**config.mk**
```make
export PLATFORM = sky130hd
export DESIGN_NAME = strict_base64_decoder
export DESIGN_NICKNAME = d
export VERILOG_FILES = /design/src/hw/rtl/sbd_pkg.sv /design/src/hw/rtl/strict_base64_decoder.sv /design/src/hw/rtl/sbd_front.sv /design/src/hw/rtl/sbd_queue.sv /design/src/hw/rtl/sbd_back.sv
export VERILOG_INCLUDE_DIRS = /design/src /design/src/hw/rtl
export SDC_FILE = /design/constraint.sdc
export NUM_CORES = 1
export LEC_CHECK = 0
export ABC_AREA = 1
export BUFFER_PORTS_ARGS = -buffer_cell sky130_fd_sc_hd__buf_2
export CORE_UTILIZATION = 28
export DETAILED_ROUTE_END_ITERATION = 12
export SYNTH_ARGS = -nofsm -noshare
export SYNTH_HDL_FRONTEND = slang
export SYNTH_SLANG_ARGS = --single-unit
```
**constraint.sdc**
```tcl
create_clock -name i_clk -period 10.9 [get_ports i_clk]
set_input_delay 0 -clock i_clk [delete_from_list [all_inputs] [get_ports i_clk]]
set_output_delay 0 -clock i_clk [all_outputs]
set_load 0.05 [all_outputs]
```
**src/hw/rtl/strict_base64_decoder_defines.svh**
```systemverilog
// Assertion macros for the strict base64 decoder.
`ifndef STRICT_BASE64_DECODER_DEFINES_SVH
`define STRICT_BASE64_DECODER_DEFINES_SVH

// Check that the consequent holds in the same cycle as the antecedent.
`define SBD_ASSERT_SAME(label, clk, rst_n, ante, cons, msg) \
    label: assert property (@(posedge clk) disable iff (!(rst_n)) (ante) |-> (cons)) \
        else $error(msg);

// Check that the consequent holds in the cycle after the antecedent.
`define SBD_ASSERT_NEXT(label, clk, rst_n, ante, cons, msg) \
    label: assert property (@(posedge clk) disable iff (!(rst_n)) (ante) |=> (cons)) \
        else $error(msg);

`endif

```
**src/hw/rtl/sbd_pkg.sv**
```systemverilog
// Shared types, constants and the alphabet decode for the strict base64 decoder.
package sbd_pkg;

    // Command queue geometry
    localparam int QDepth = 4;
    localparam int PtrW   = $clog2(QDepth);
    localparam int CntW   = $clog2(QDepth + 1);

    // Special characters and alphabet offsets
    localparam logic [7:0] PAD_CHAR   = 8'h3D;
    localparam logic [7:0] CHAR_UP_A  = 8'h41;
    localparam logic [7:0] CHAR_UP_Z  = 8'h5A;
    localparam logic [7:0] CHAR_LO_A  = 8'h61;
    localparam logic [7:0] CHAR_LO_Z  = 8'h7A;
    localparam logic [7:0] CHAR_ZERO  = 8'h30;
    localparam logic [7:0] CHAR_NINE  = 8'h39;
    localparam logic [7:0] CHAR_PLUS  = 8'h2B;
    localparam logic [7:0] CHAR_SLASH = 8'h2F;
    localparam logic [5:0] SEXT_LO_A  = 6'd26;
    localparam logic [5:0] SEXT_ZERO  = 6'd52;
    localparam logic [5:0] SEXT_PLUS  = 6'd62;
    localparam logic [5:0] SEXT_SLASH = 6'd63;

    // Byte counts carried by a data command
    localparam logic [1:0] CNT_ONE   = 2'd1;
    localparam logic [1:0] CNT_TWO   = 2'd2;
    localparam logic [1:0] CNT_THREE = 2'd3;

    // Decoded alphabet character
    typedef struct packed {
        logic       valid;
        logic [5:0] value;
    } t_sextet;

    // One command from the front to the back: up to three bytes or a status
    typedef struct packed {
        logic        is_status;
        logic        status;
        logic [1:0]  count;
        logic [23:0] bytes;
    } t_cmd;

    // Queue fill status
    typedef struct packed {
        logic            full;
        logic            empty;
        logic [CntW-1:0] count;
    } t_q_stat;

    // Map an ASCII character onto its sextet; '=' and others are not valid
    function automatic t_sextet sextet_of(input logic [7:0] ch);
        t_sextet    res;
        logic [7:0] diff;
        res  = '0;
        diff = '0;
        case (ch) inside
            [CHAR_UP_A:CHAR_UP_Z]: begin
                diff      = ch - CHAR_UP_A;
                res.valid = 1'b1;
                res.value = diff[5:0];
            end
            [CHAR_LO_A:CHAR_LO_Z]: begin
                diff      = ch - CHAR_LO_A;
                res.valid = 1'b1;
                res.value = diff[5:0] + SEXT_LO_A;
            end
            [CHAR_ZERO:CHAR_NINE]: begin
                diff      = ch - CHAR_ZERO;
                res.valid = 1'b1;
                res.value = diff[5:0] + SEXT_ZERO;
            end
            CHAR_PLUS: begin
                res.valid = 1'b1;
                res.value = SEXT_PLUS;
            end
            CHAR_SLASH: begin
                res.valid = 1'b1;
                res.value = SEXT_SLASH;
            end
            default: begin
                res = '0;
            end
        endcase
        return res;
    endfunction

endpackage

```
**src/hw/rtl/strict_base64_decoder.sv**
```systemverilog
// A group's first byte or status passes through the command queue and a back-end register.
// Throughput: one character per cycle in, one result per cycle out while i_ready is high;
// the front stalls only when the four-entry command queue is full, which the back drains in order.
// Reset: synchronous, active low; clears group state, queue pointers and output valid.
// No clearing pass is needed; the block accepts a character in the first cycle after reset.
`include "strict_base64_decoder_defines.svh"

module strict_base64_decoder (
    input  logic       i_clk,
    input  logic       i_rst_n,
    input  logic       i_valid,
    output logic       o_ready,
    input  logic       i_kind,
    input  logic [7:0] i_symbol,
    output logic       o_valid,
    input  logic       i_ready,
    output logic [7:0] o_data_byte,
    output logic       o_is_status,
    output logic       o_status,
    output logic       o_last
);

    sbd_pkg::t_q_stat w_q_stat;
    sbd_pkg::t_cmd    w_push_cmd;
    sbd_pkg::t_cmd    w_head_cmd;
    logic             w_push;
    logic             w_pop;

    // Classify characters
    sbd_front u_front (
        .i_clk    (i_clk),
        .i_rst_n  (i_rst_n),
        .i_valid  (i_valid),
        .o_ready  (o_ready),
        .i_kind   (i_kind),
        .i_symbol (i_symbol),
        .i_q_stat (w_q_stat),
        .o_push   (w_push),
        .o_cmd    (w_push_cmd)
    );

    // Decouple the two sides
    sbd_queue u_queue (
        .i_clk   (i_clk),
        .i_rst_n (i_rst_n),
        .i_push  (w_push),
        .i_cmd   (w_push_cmd),
        .i_pop   (w_pop),
        .o_cmd   (w_head_cmd),
        .o_stat  (w_q_stat)
    );

    // Emit results
    sbd_back u_back (
        .i_clk       (i_clk),
        .i_rst_n     (i_rst_n),
        .i_q_stat    (w_q_stat),
        .i_cmd       (w_head_cmd),
        .o_pop       (w_pop),
        .o_valid     (o_valid),
        .i_ready     (i_ready),
        .o_data_byte (o_data_byte),
        .o_is_status (o_is_status),
        .o_status    (o_status),
        .o_last      (o_last)
    );

    // An accepted end item always leaves a command waiting in the queue
    `SBD_ASSERT_NEXT(a_end_queued, i_clk, i_rst_n, i_valid && o_ready && i_kind, !w_q_stat.empty, "end item lost before queue")
    // The fill count never passes the queue depth
    `SBD_ASSERT_SAME(a_q_bound, i_clk, i_rst_n, 1'b1, w_q_stat.count <= sbd_pkg::CntW'(sbd_pkg::QDepth), "queue overfilled")
    // Byte results never carry a bad status
    `SBD_ASSERT_SAME(a_byte_clean, i_clk, i_rst_n, o_valid && !o_is_status, !o_status && !o_last, "status bits on a byte result")

endmodule

```
**src/hw/rtl/sbd_front.sv**
```systemverilog
// Front end: accepts characters, checks the strict rules and issues byte or status commands.
module sbd_front (
    input  logic           i_clk,
    input  logic           i_rst_n,
    input  logic           i_valid,
    output logic           o_ready,
    input  logic           i_kind,
    input  logic [7:0]     i_symbol,
    input  sbd_pkg::t_q_stat i_q_stat,
    output logic           o_push,
    output sbd_pkg::t_cmd  o_cmd
);

    logic [1:0]  r_pos,   n_pos;
    logic [17:0] r_held,  n_held;
    logic        r_pad,   n_pad;
    logic        r_any,   n_any;
    logic        r_pdone, n_pdone;
    logic        r_err,   n_err;

    sbd_pkg::t_sextet w_sext;
    logic             w_is_pad;
    logic             w_acc;
    logic             w_err3;
    logic [5:0]       w_d;

    // Accept whenever the queue has room
    assign o_ready  = !i_q_stat.full;
    assign w_acc    = i_valid && o_ready;
    assign w_sext   = sbd_pkg::sextet_of(i_symbol);
    assign w_is_pad = (i_symbol == sbd_pkg::PAD_CHAR);
    assign w_d      = w_is_pad ? 6'd0 : w_sext.value;

    // Final character of a group: padding must match what came before
    always_comb begin
        if (r_pad) begin
            w_err3 = !w_is_pad;
        end else if (w_is_pad) begin
            w_err3 = (r_held[1:0] != 2'd0);
        end else begin
            w_err3 = !w_sext.valid;
        end
    end

    // Advance the group state and build the command
    always_comb begin
        n_pos   = r_pos;
        n_held  = r_held;
        n_pad   = r_pad;
        n_any   = r_any;
        n_pdone = r_pdone;
        n_err   = r_err;
        o_push  = 1'b0;
        o_cmd   = '0;
        if (w_acc) begin
            if (i_kind) begin
                // End of sequence: report and return to the reset state
                o_push          = 1'b1;
                o_cmd.is_status = 1'b1;
                o_cmd.status    = r_err || !r_any || (r_pos != 2'd0);
                n_pos   = '0;
                n_held  = '0;
                n_pad   = 1'b0;
                n_any   = 1'b0;
                n_pdone = 1'b0;
                n_err   = 1'b0;
            end else begin
                n_any = 1'b1;
                if (r_err) begin
                    // Drop characters after an error
                    n_err = 1'b1;
                end else if (r_pdone) begin
                    n_err = 1'b1;
                end else begin
                    case (r_pos)
                        2'd0, 2'd1: begin
                            if (!w_sext.valid) begin
                                n_err = 1'b1;
                            end else begin
                                n_held = {r_held[11:0], w_sext.value};
                                n_pos  = r_pos + 2'd1;
                            end
                        end
                        2'd2: begin
                            if (w_is_pad) begin
                                if (r_held[3:0] != 4'd0) begin
                                    n_err = 1'b1;
                                end else begin
                                    n_pad  = 1'b1;
                                    n_held = {r_held[11:0], 6'd0};
                                    n_pos  = 2'd3;
                                end
                            end else if (!w_sext.valid) begin
                                n_err = 1'b1;
                            end else begin
                                n_held = {r_held[11:0], w_sext.value};
                                n_pos  = 2'd3;
                            end
                        end
                        default: begin
                            if (w_err3) begin
                                n_err = 1'b1;
                            end else begin
                                o_push      = 1'b1;
                                o_cmd.bytes = {r_held, w_d};
                                if (r_pad) begin
                                    o_cmd.count = sbd_pkg::CNT_ONE;
                                end else if (w_is_pad) begin
                                    o_cmd.count = sbd_pkg::CNT_TWO;
                                end else begin
                                    o_cmd.count = sbd_pkg::CNT_THREE;
                                end
                                n_pdone = w_is_pad;
                                n_pos   = '0;
                                n_held  = '0;
                                n_pad   = 1'b0;
                            end
                        end
                    endcase
                end
            end
        end
    end

    // Hold the group state
    always_ff @(posedge i_clk) begin
        if (!i_rst_n) begin
            r_pos   <= '0;
            r_held  <= '0;
            r_pad   <= 1'b0;
            r_any   <= 1'b0;
            r_pdone <= 1'b0;
            r_err   <= 1'b0;
        end else begin
            r_pos   <= n_pos;
            r_held  <= n_held;
            r_pad   <= n_pad;
            r_any   <= n_any;
            r_pdone <= n_pdone;
            r_err   <= n_err;
        end
    end

endmodule

```
**src/hw/rtl/sbd_queue.sv**
```systemverilog
// Short command queue between the front and the back.
module sbd_queue (
    input  logic             i_clk,
    input  logic             i_rst_n,
    input  logic             i_push,
    input  sbd_pkg::t_cmd    i_cmd,
    input  logic             i_pop,
    output sbd_pkg::t_cmd    o_cmd,
    output sbd_pkg::t_q_stat o_stat
);

    sbd_pkg::t_cmd r_mem [sbd_pkg::QDepth];

    logic [sbd_pkg::PtrW-1:0] r_wr, n_wr;
    logic [sbd_pkg::PtrW-1:0] r_rd, n_rd;
    logic [sbd_pkg::CntW-1:0] r_cnt, n_cnt;

    assign o_cmd        = r_mem[r_rd];
    assign o_stat.count = r_cnt;
    assign o_stat.full  = (r_cnt == sbd_pkg::CntW'(sbd_pkg::QDepth));
    assign o_stat.empty = (r_cnt == '0);

    // Advance pointers and fill count
    always_comb begin
        n_wr  = i_push ? r_wr + 1'b1 : r_wr;
        n_rd  = i_pop  ? r_rd + 1'b1 : r_rd;
        n_cnt = r_cnt;
        if (i_push && !i_pop) begin
            n_cnt = r_cnt + 1'b1;
        end else if (i_pop && !i_push) begin
            n_cnt = r_cnt - 1'b1;
        end
    end

    // Store a pushed command
    always_ff @(posedge i_clk) begin
        if (i_push) begin
            r_mem[r_wr] <= i_cmd;
        end
    end

    always_ff @(posedge i_clk) begin
        if (!i_rst_n) begin
            r_wr  <= '0;
            r_rd  <= '0;
            r_cnt <= '0;
        end else begin
            r_wr  <= n_wr;
            r_rd  <= n_rd;
            r_cnt <= n_cnt;
        end
    end

endmodule

```
**src/hw/rtl/sbd_back.sv**
```systemverilog
// Back end: unpacks queued commands into one result transfer per cycle while i_ready is high.
module sbd_back (
    input  logic             i_clk,
    input  logic             i_rst_n,
    input  sbd_pkg::t_q_stat i_q_stat,
    input  sbd_pkg::t_cmd    i_cmd,
    output logic             o_pop,
    output logic             o_valid,
    input  logic             i_ready,
    output logic [7:0]       o_data_byte,
    output logic             o_is_status,
    output logic             o_status,
    output logic             o_last
);

    logic        r_busy,   n_busy;
    logic [23:0] r_bytes,  n_bytes;
    logic [1:0]  r_left,   n_left;
    logic        r_is_st,  n_is_st;
    logic        r_status, n_status;

    logic w_take;
    logic w_finish;

    assign o_valid     = r_busy;
    assign o_data_byte = r_is_st ? 8'd0 : r_bytes[23:16];
    assign o_is_status = r_is_st;
    assign o_status    = r_status;
    assign o_last      = r_is_st;

    assign w_take   = r_busy && i_ready;
    assign w_finish = w_take && (r_is_st || (r_left == sbd_pkg::CNT_ONE));

    // Load the next command or step through the current one
    always_comb begin
        n_busy   = r_busy;
        n_bytes  = r_bytes;
        n_left   = r_left;
        n_is_st  = r_is_st;
        n_status = r_status;
        o_pop    = 1'b0;
        if (!r_busy || w_finish) begin
            if (!i_q_stat.empty) begin
                o_pop    = 1'b1;
                n_busy   = 1'b1;
                n_bytes  = i_cmd.bytes;
                n_left   = i_cmd.count;
                n_is_st  = i_cmd.is_status;
                n_status = i_cmd.status;
            end else begin
                n_busy = 1'b0;
            end
        end else if (w_take) begin
            n_bytes = {r_bytes[15:0], 8'd0};
            n_left  = r_left - 2'd1;
        end
    end

    always_ff @(posedge i_clk) begin
        if (!i_rst_n) begin
            r_busy <= 1'b0;
        end else begin
            r_busy <= n_busy;
        end
    end

    // Payload needs no reset
    always_ff @(posedge i_clk) begin
        r_bytes  <= n_bytes;
        r_left   <= n_left;
        r_is_st  <= n_is_st;
        r_status <= n_status;
    end

endmodule

```
* After elaboration in Yosys (flattened, before gate mapping) *
Memories as Yosys holds them, arrays and structs flattened. A register that Yosys moved wholly into a read port is not among the register bits.
Cells that the tools add are included.

word-level totals
  register bits after elaboration = 60
  latch bits = 0
  memory bits (writable) = 112
  memory bits (read-only) = 0
  output and inout port bits = 13
  logic and storage cells = 161
  memories = 1

memory list
  name           words  width  read ports  clocked after Yosys merged registers in  write ports  RTL line         RTL
  u_queue.r_mem  4      28     1           1                                        1            sbd_queue.sv:12  sbd_pkg::t_cmd r_mem [sbd_pkg::QDepth];

cells by class
  add/subtract/negate cells = 11
  $mul = 0
  divide/modulo/power cells = 0
  order comparisons = 6
  eq/ne operators = 18
  shifts and indexed selects = 0
  multiplexer cells = 76
  bitwise logic cells = 1
  reduce and logical (&&, ||, !) cells = 34

operator list
  cell                 count
  $mux 26              5
  $mux 18              7
  $mux 24              3
  $pmux 18 s2          1
  $mux 7               5
  $mux 1               32
  $mux 2               15
  $mux 28              1
  $eq 8x6->1 const B   3
  $ge 8x7->1 const B   2
  $le 8x7->1 const B   2
  $reduce_and 7->1     2
  $sub 6x6->6 const B  2
  $ge 8x6->1 const B   1
  $le 8x6->1 const B   1
  $logic_and 1x1->1    8
  $mux 8               1
  $ne 2x2->1 const B   4
  $ne 4x4->1 const B   2
  $reduce_bool 2->1    4
  $logic_not 1->1      7
  $add 2x1->2 const B  3
  $add 6x5->6 const B  1
  $add 6x6->6 const B  1
  23 further kinds     33

* Longest topological paths before layout *
  depth after elaboration = 19
  gate-level depth with buffers = 22
  depth with buffers taken out = 22

* By module *
Synthesis repeated with hierarchy kept, for this count alone.

unflattened totals
  cell total of the unflattened synthesis = 948
  area total of the unflattened synthesis = 8652.0 um^2

modules (own cells, without submodules)
  module     times used  cells an instance  area an instance (um^2)  sequential area each (um^2)
  sbd_queue  1           329                4595.7                   3543.4
  sbd_front  1           483                2725.1                   480.5
  sbd_back   1           136                1331.3                   860.8

* Least setup slack after synthesis *
OpenSTA, ideal clock, no wires.

  path type = register -> register
  start point = register u_queue.r_cnt[0] (netlist name)
  end point = memory u_queue.r_mem[0][0] (netlist name), enable pin
  setup time = 456 ps
  data arrival time = 3680 ps
  required time = 10444 ps
  setup slack = 6764 ps
  cell stages (with the launch flop) = 7
  period minus slack after synthesis = 4136 ps
  cell sequence = dfxtp_1 -> inv_1 -> nand3_1 -> nand2_1 -> nor2_1 -> clkinv_1 -> a21boi_0

on the way
  word-level cells in the longest chain between the ends = 6

ends and longest elaborated chain
  element                       RTL line                     RTL
  start, declared               sbd_queue.sv:16              logic [sbd_pkg::CntW-1:0] r_cnt, n_cnt;
  start signal, assigned        sbd_queue.sv:50              r_cnt <= n_cnt;
  $eq 3x3->1                    sbd_queue.sv:20              assign o_stat.full = (r_cnt == sbd_pkg::CntW'(sbd_pkg::QDepth));
  $logic_not 1->1               sbd_front.sv:28              assign o_ready = !i_q_stat.full;
  named net o_ready             strict_base64_decoder.sv:12  output logic o_ready,
  $logic_and 1x1->1             sbd_front.sv:29              assign w_acc = i_valid && o_ready;
  $mux 1                        sbd_front.sv:55              if (w_acc) begin
  $mux 1                        sbd_queue.sv:37              if (i_push) begin
  $mux 1 (not written as such)  sbd_queue.sv:38              r_mem[r_wr] <= i_cmd;
  end, declared                 sbd_queue.sv:12

The timed path passes the listed nets, and every way through them passes these cells.

* Worst setup path in the final report *
  start point = register u_back.r_is_st (netlist: u_back.o_is_status)
  end point = register u_queue.r_cnt[2] (netlist name)

on the way
  word-level cells in the longest chain between the ends = 7
  elaborated cells between the ends (all ways) = 9

ends and longest elaborated chain
  element                                             RTL line         RTL
  start, declared                                     sbd_back.sv:19   logic r_is_st, n_is_st;
  start signal, assigned                              sbd_back.sv:71   r_is_st <= n_is_st;
  $logic_or 1x1->1 (*)                                sbd_back.sv:32   assign w_finish = w_take && (r_is_st || (r_left == sbd_pkg::CNT_ONE));
  $logic_and 1x1->1 (*)                               sbd_back.sv:32
  $logic_or 1x1->1 (*)                                sbd_back.sv:42   if (!r_busy || w_finish) begin
  $mux 1 (*)                                          sbd_back.sv:42
  named net u_back.o_pop                              sbd_back.sv:7    output logic o_pop,
  $logic_not 1->1                                     sbd_queue.sv:28  if (i_push && !i_pop) begin
  $logic_and 1x1->1                                   sbd_queue.sv:28
  $mux 3 / $reduce_bool 2->1 (equally long branches)  -

The timed path passes the listed nets; every way through them passes the cells marked *.
A chain may end at the register's enable or synchronous reset.

==> metrics <==
Max clock buf depth 2; Ports 26; met3 wire length 931 µm; H-tree lvl count 4; sequential share of the synthesized area 0.584; Final Hold Vio Count 0; Hold Worst Slack 0.0228 ns; synthesized area per cell 9.17 µm²; pwr/cell area about 230 mW/mm²; Die Width roughly 170 µm; maximum fanout along the worst path 40; Synth Net Count 946; CTS tree built; drt drc 0; CTS resizes 0; Site Rows 62; outcome complete, no violations; total track usage 0.129; worst skew pair latency 0.43 ns; Antenna Cells 0; Die ar. 0.0306 mm²; Slew Limit Fails 0; GRT overflow 0; Crit path required time 11.21 ns; mux contribution to synthesized area 0; CTS clk-pin slew, worst paths 0.07 ns; Hold WC Path Type in -> reg; simple-gate share of the synthesized area 0.217; MaxCap Viol Count 0; Detail Route Antenna Nets 0; TritonRoute pass-1 iters 5; DR vias/cell around 4.7; vias in the first global route ~5700; Num Clock Sinks 174; Detailed Place HPWL 12100 µm; Nets roughly 960; Post-CTS Setup Bufs 0; Reg2Reg Depth 14; routed len/inst 14.5 µm; CP Class reg -> reg; largest family of logic cells by synthesized area simple AND/OR/NAND/NOR gates; Port Buffer Count 25; final WL 19100 µm; first-pass GRT wire length slightly above 30000 µm; Cell variety after synth 37; Hold-fix buffers, CTS 2; worst vdd ir 0.000111 V; initial antenna violation count 0; Gate Count Post-Synth 913; M1 wire length 9030 µm; Worst Max-Slew Pin Slew 1.09 ns; largest net degree at the start of global routing 58; Ys Warns 0; minimum clock period 3.33 ns; count of routing violations after the opening detailed-route iteration between 700 and 800; Final setup viols 0; area share of the largest cell type after synthesis 0.502; Max Used Layer met4; RSZ-0062 raised after global routing false; Setup Skew roughly 0.012 ns; routability congestion estimate 0.819; Die Height 175 µm; length of routed met2 wiring 8840 µm; Setup TNS 0 ns; clock root cell clkbuf_16; Seq cells post-synth 174; Worst EP arrival 3.64 ns; Post-Synth XOR/XNOR Area 0.00523; Max Freq 300 MHz; max_slew headroom 0.270; area grow syn2layout 12.6%; Starting Density 0.288; vias between 6000 and 7000; nature of the critical path startpoint flop; TritonCTS buffer count 17; share of cells above drive strength 1 0.101; Adder-Cell Fraction of Synth Area 0.0308; CP endpoint kind flop; final cycle utilization of the critical path 0.305; total core area slightly below 0.03 mm²; Min-Delay Path Depth 3; top post-synthesis cells by area edfxtp_1 50%, nor2_1 9.3%, dfxtp_1 8.1%; Compound-Gate Fraction of Synth Area 0.105; Core Util, Final 0.325; Leak around 3.5 nW; Post-Syn Area 0.00837 mm²; area leader, netlist edfxtp_1
## worst paths after layout
path	startpoint	endpoint	slack, ns
worst max-delay path	u_back.o_is_status$_DFFE_PP_	u_queue.r_cnt[2]$_SDFFE_PN0P_	7.57
worst min-delay path	i_rst_n	u_front.r_held[9]$_SDFFE_PN0P_	0.02
worst max register to register	u_back.o_is_status$_DFFE_PP_	u_queue.r_cnt[2]$_SDFFE_PN0P_	7.57
worst min register to register	u_queue.r_rd[1]$_SDFFE_PN0P_	flop	0.47
## layout by cell type (no fill, tap or decap), types with 4 or more instances in the layout
| master | n |
|---|---|
| edfxtp_1 | 140 |
| nand3_2 | 4 |
| buf_2 | 25 |
| dfxtp_1 | 33 |
| o21ai_0 | 86 |
| buf_4 | 7 |
| ha_1 | 19 |
| nand2_1 | 131 |
| clkinv_4 | 4 |
| inv_2 | 5 |
| a21oi_1 | 39 |
| nor2_1 | 207 |
| nor3_1 | 21 |
| nor2_2 | 5 |
| clkinv_1 | 4 |
| inv_8 | 4 |
| a31oi_1 | 18 |
| inv_1 | 68 |
| nand2_2 | 5 |
| nand3_1 | 51 |
| o21bai_1 | 5 |
| clkbuf_16 | 17 |
## report_power, final
part	switching (W)	leakage, nW	internal (W)	total (W)
Combinational	0.000499	1.73	0.000187	0.000686
Clock	0.000264	0.258	0.000297	0.000561
Sequential	0.0000463	1.52	0.000862	0.000908
## synth_stat cells (all sizes together)
library cell,number
a21boi,4
a21oi,43
a31oi,18
buf,19
clkbuf,25
clkinv,3
dfxtp,34
edfxtp,140
fa,1
ha,19
inv,73
nand2,137
nand3,55
nand4,3
nor2,214
nor3,22
o21ai,87
o21bai,5
o22ai,3
o41ai,1
or2,2
xnor2,2
xor2,3
## final cells by class
type	count	area [µm²]
clock buffers	19	433
inverters	76	285
repair buffers	34	198
flip-flops and latches	174	4890
clock inverters	13	111
well taps	384	480
multi-input cells	619	3030
fillers	2969	19600
## per-layer routing
layer,GRT usage,up-vias
met3,0.0289,21
met4,0.0391,0
met2,0.203,140
met1,0.175,2925
li1,-,3088
met5,0,-
## sequential cells by signal, summed over array words and instances (netlist names), named ones only
name                cells
u_queue.r_cnt           3
u_back.o_is_status      1
u_front.r_pad           1
u_back.r_left           2
u_queue.r_wr            2
u_front.r_held         18
u_front.r_pdone         1
u_queue.r_mem         112
u_front.r_pos           2
u_queue.r_rd            2
u_back.o_status         1
u_back.o_valid          1
u_front.r_any           1
u_front.r_err           1
u_back.r_bytes         24
## kinds of logic (layout without fill, tap and decap cells)
| group | after synthesis | after routing |
|---|---|---|
| xor+xnor | 5 | 5 |
| simple gates | 433 | 433 |
| compound gates | 161 | 161 |
| flops | 174 | 174 |
| buf+inv | 120 | 142 |
| fa+ha+maj | 20 | 20 |
## worst max-delay path, cell delays in order, from the launching register on
cell and delay, ns:
edfxtp_1 0.69, o21ai_0 0.17, nand2_1 0.08, buf_4 0.38, clkinv_1 0.41, nor2_1 0.45
inv_1 0.11, ha_1 0.19, inv_1 0.11, fa_1 0.21, nor2_1 0.05, nor2_1 0.08
nand2_1 0.07, o21ai_0 0.16, a21oi_1 0.05
## stage by stage
step	power, W	std cells	setup WS (ns)	area, µm²
after detailed placement	0.00162	1285	7.22	8850
final	0.00216	1319	7.57	9420
after floorplan	0.00143	913	6.76	8370
after global routing	0.00230	1319	7.21	9420
after global placement	0.00161	1285	7.31	8850
after CTS	0.00218	1319	7.53	9420
Power figures use the tool's default switching activity.
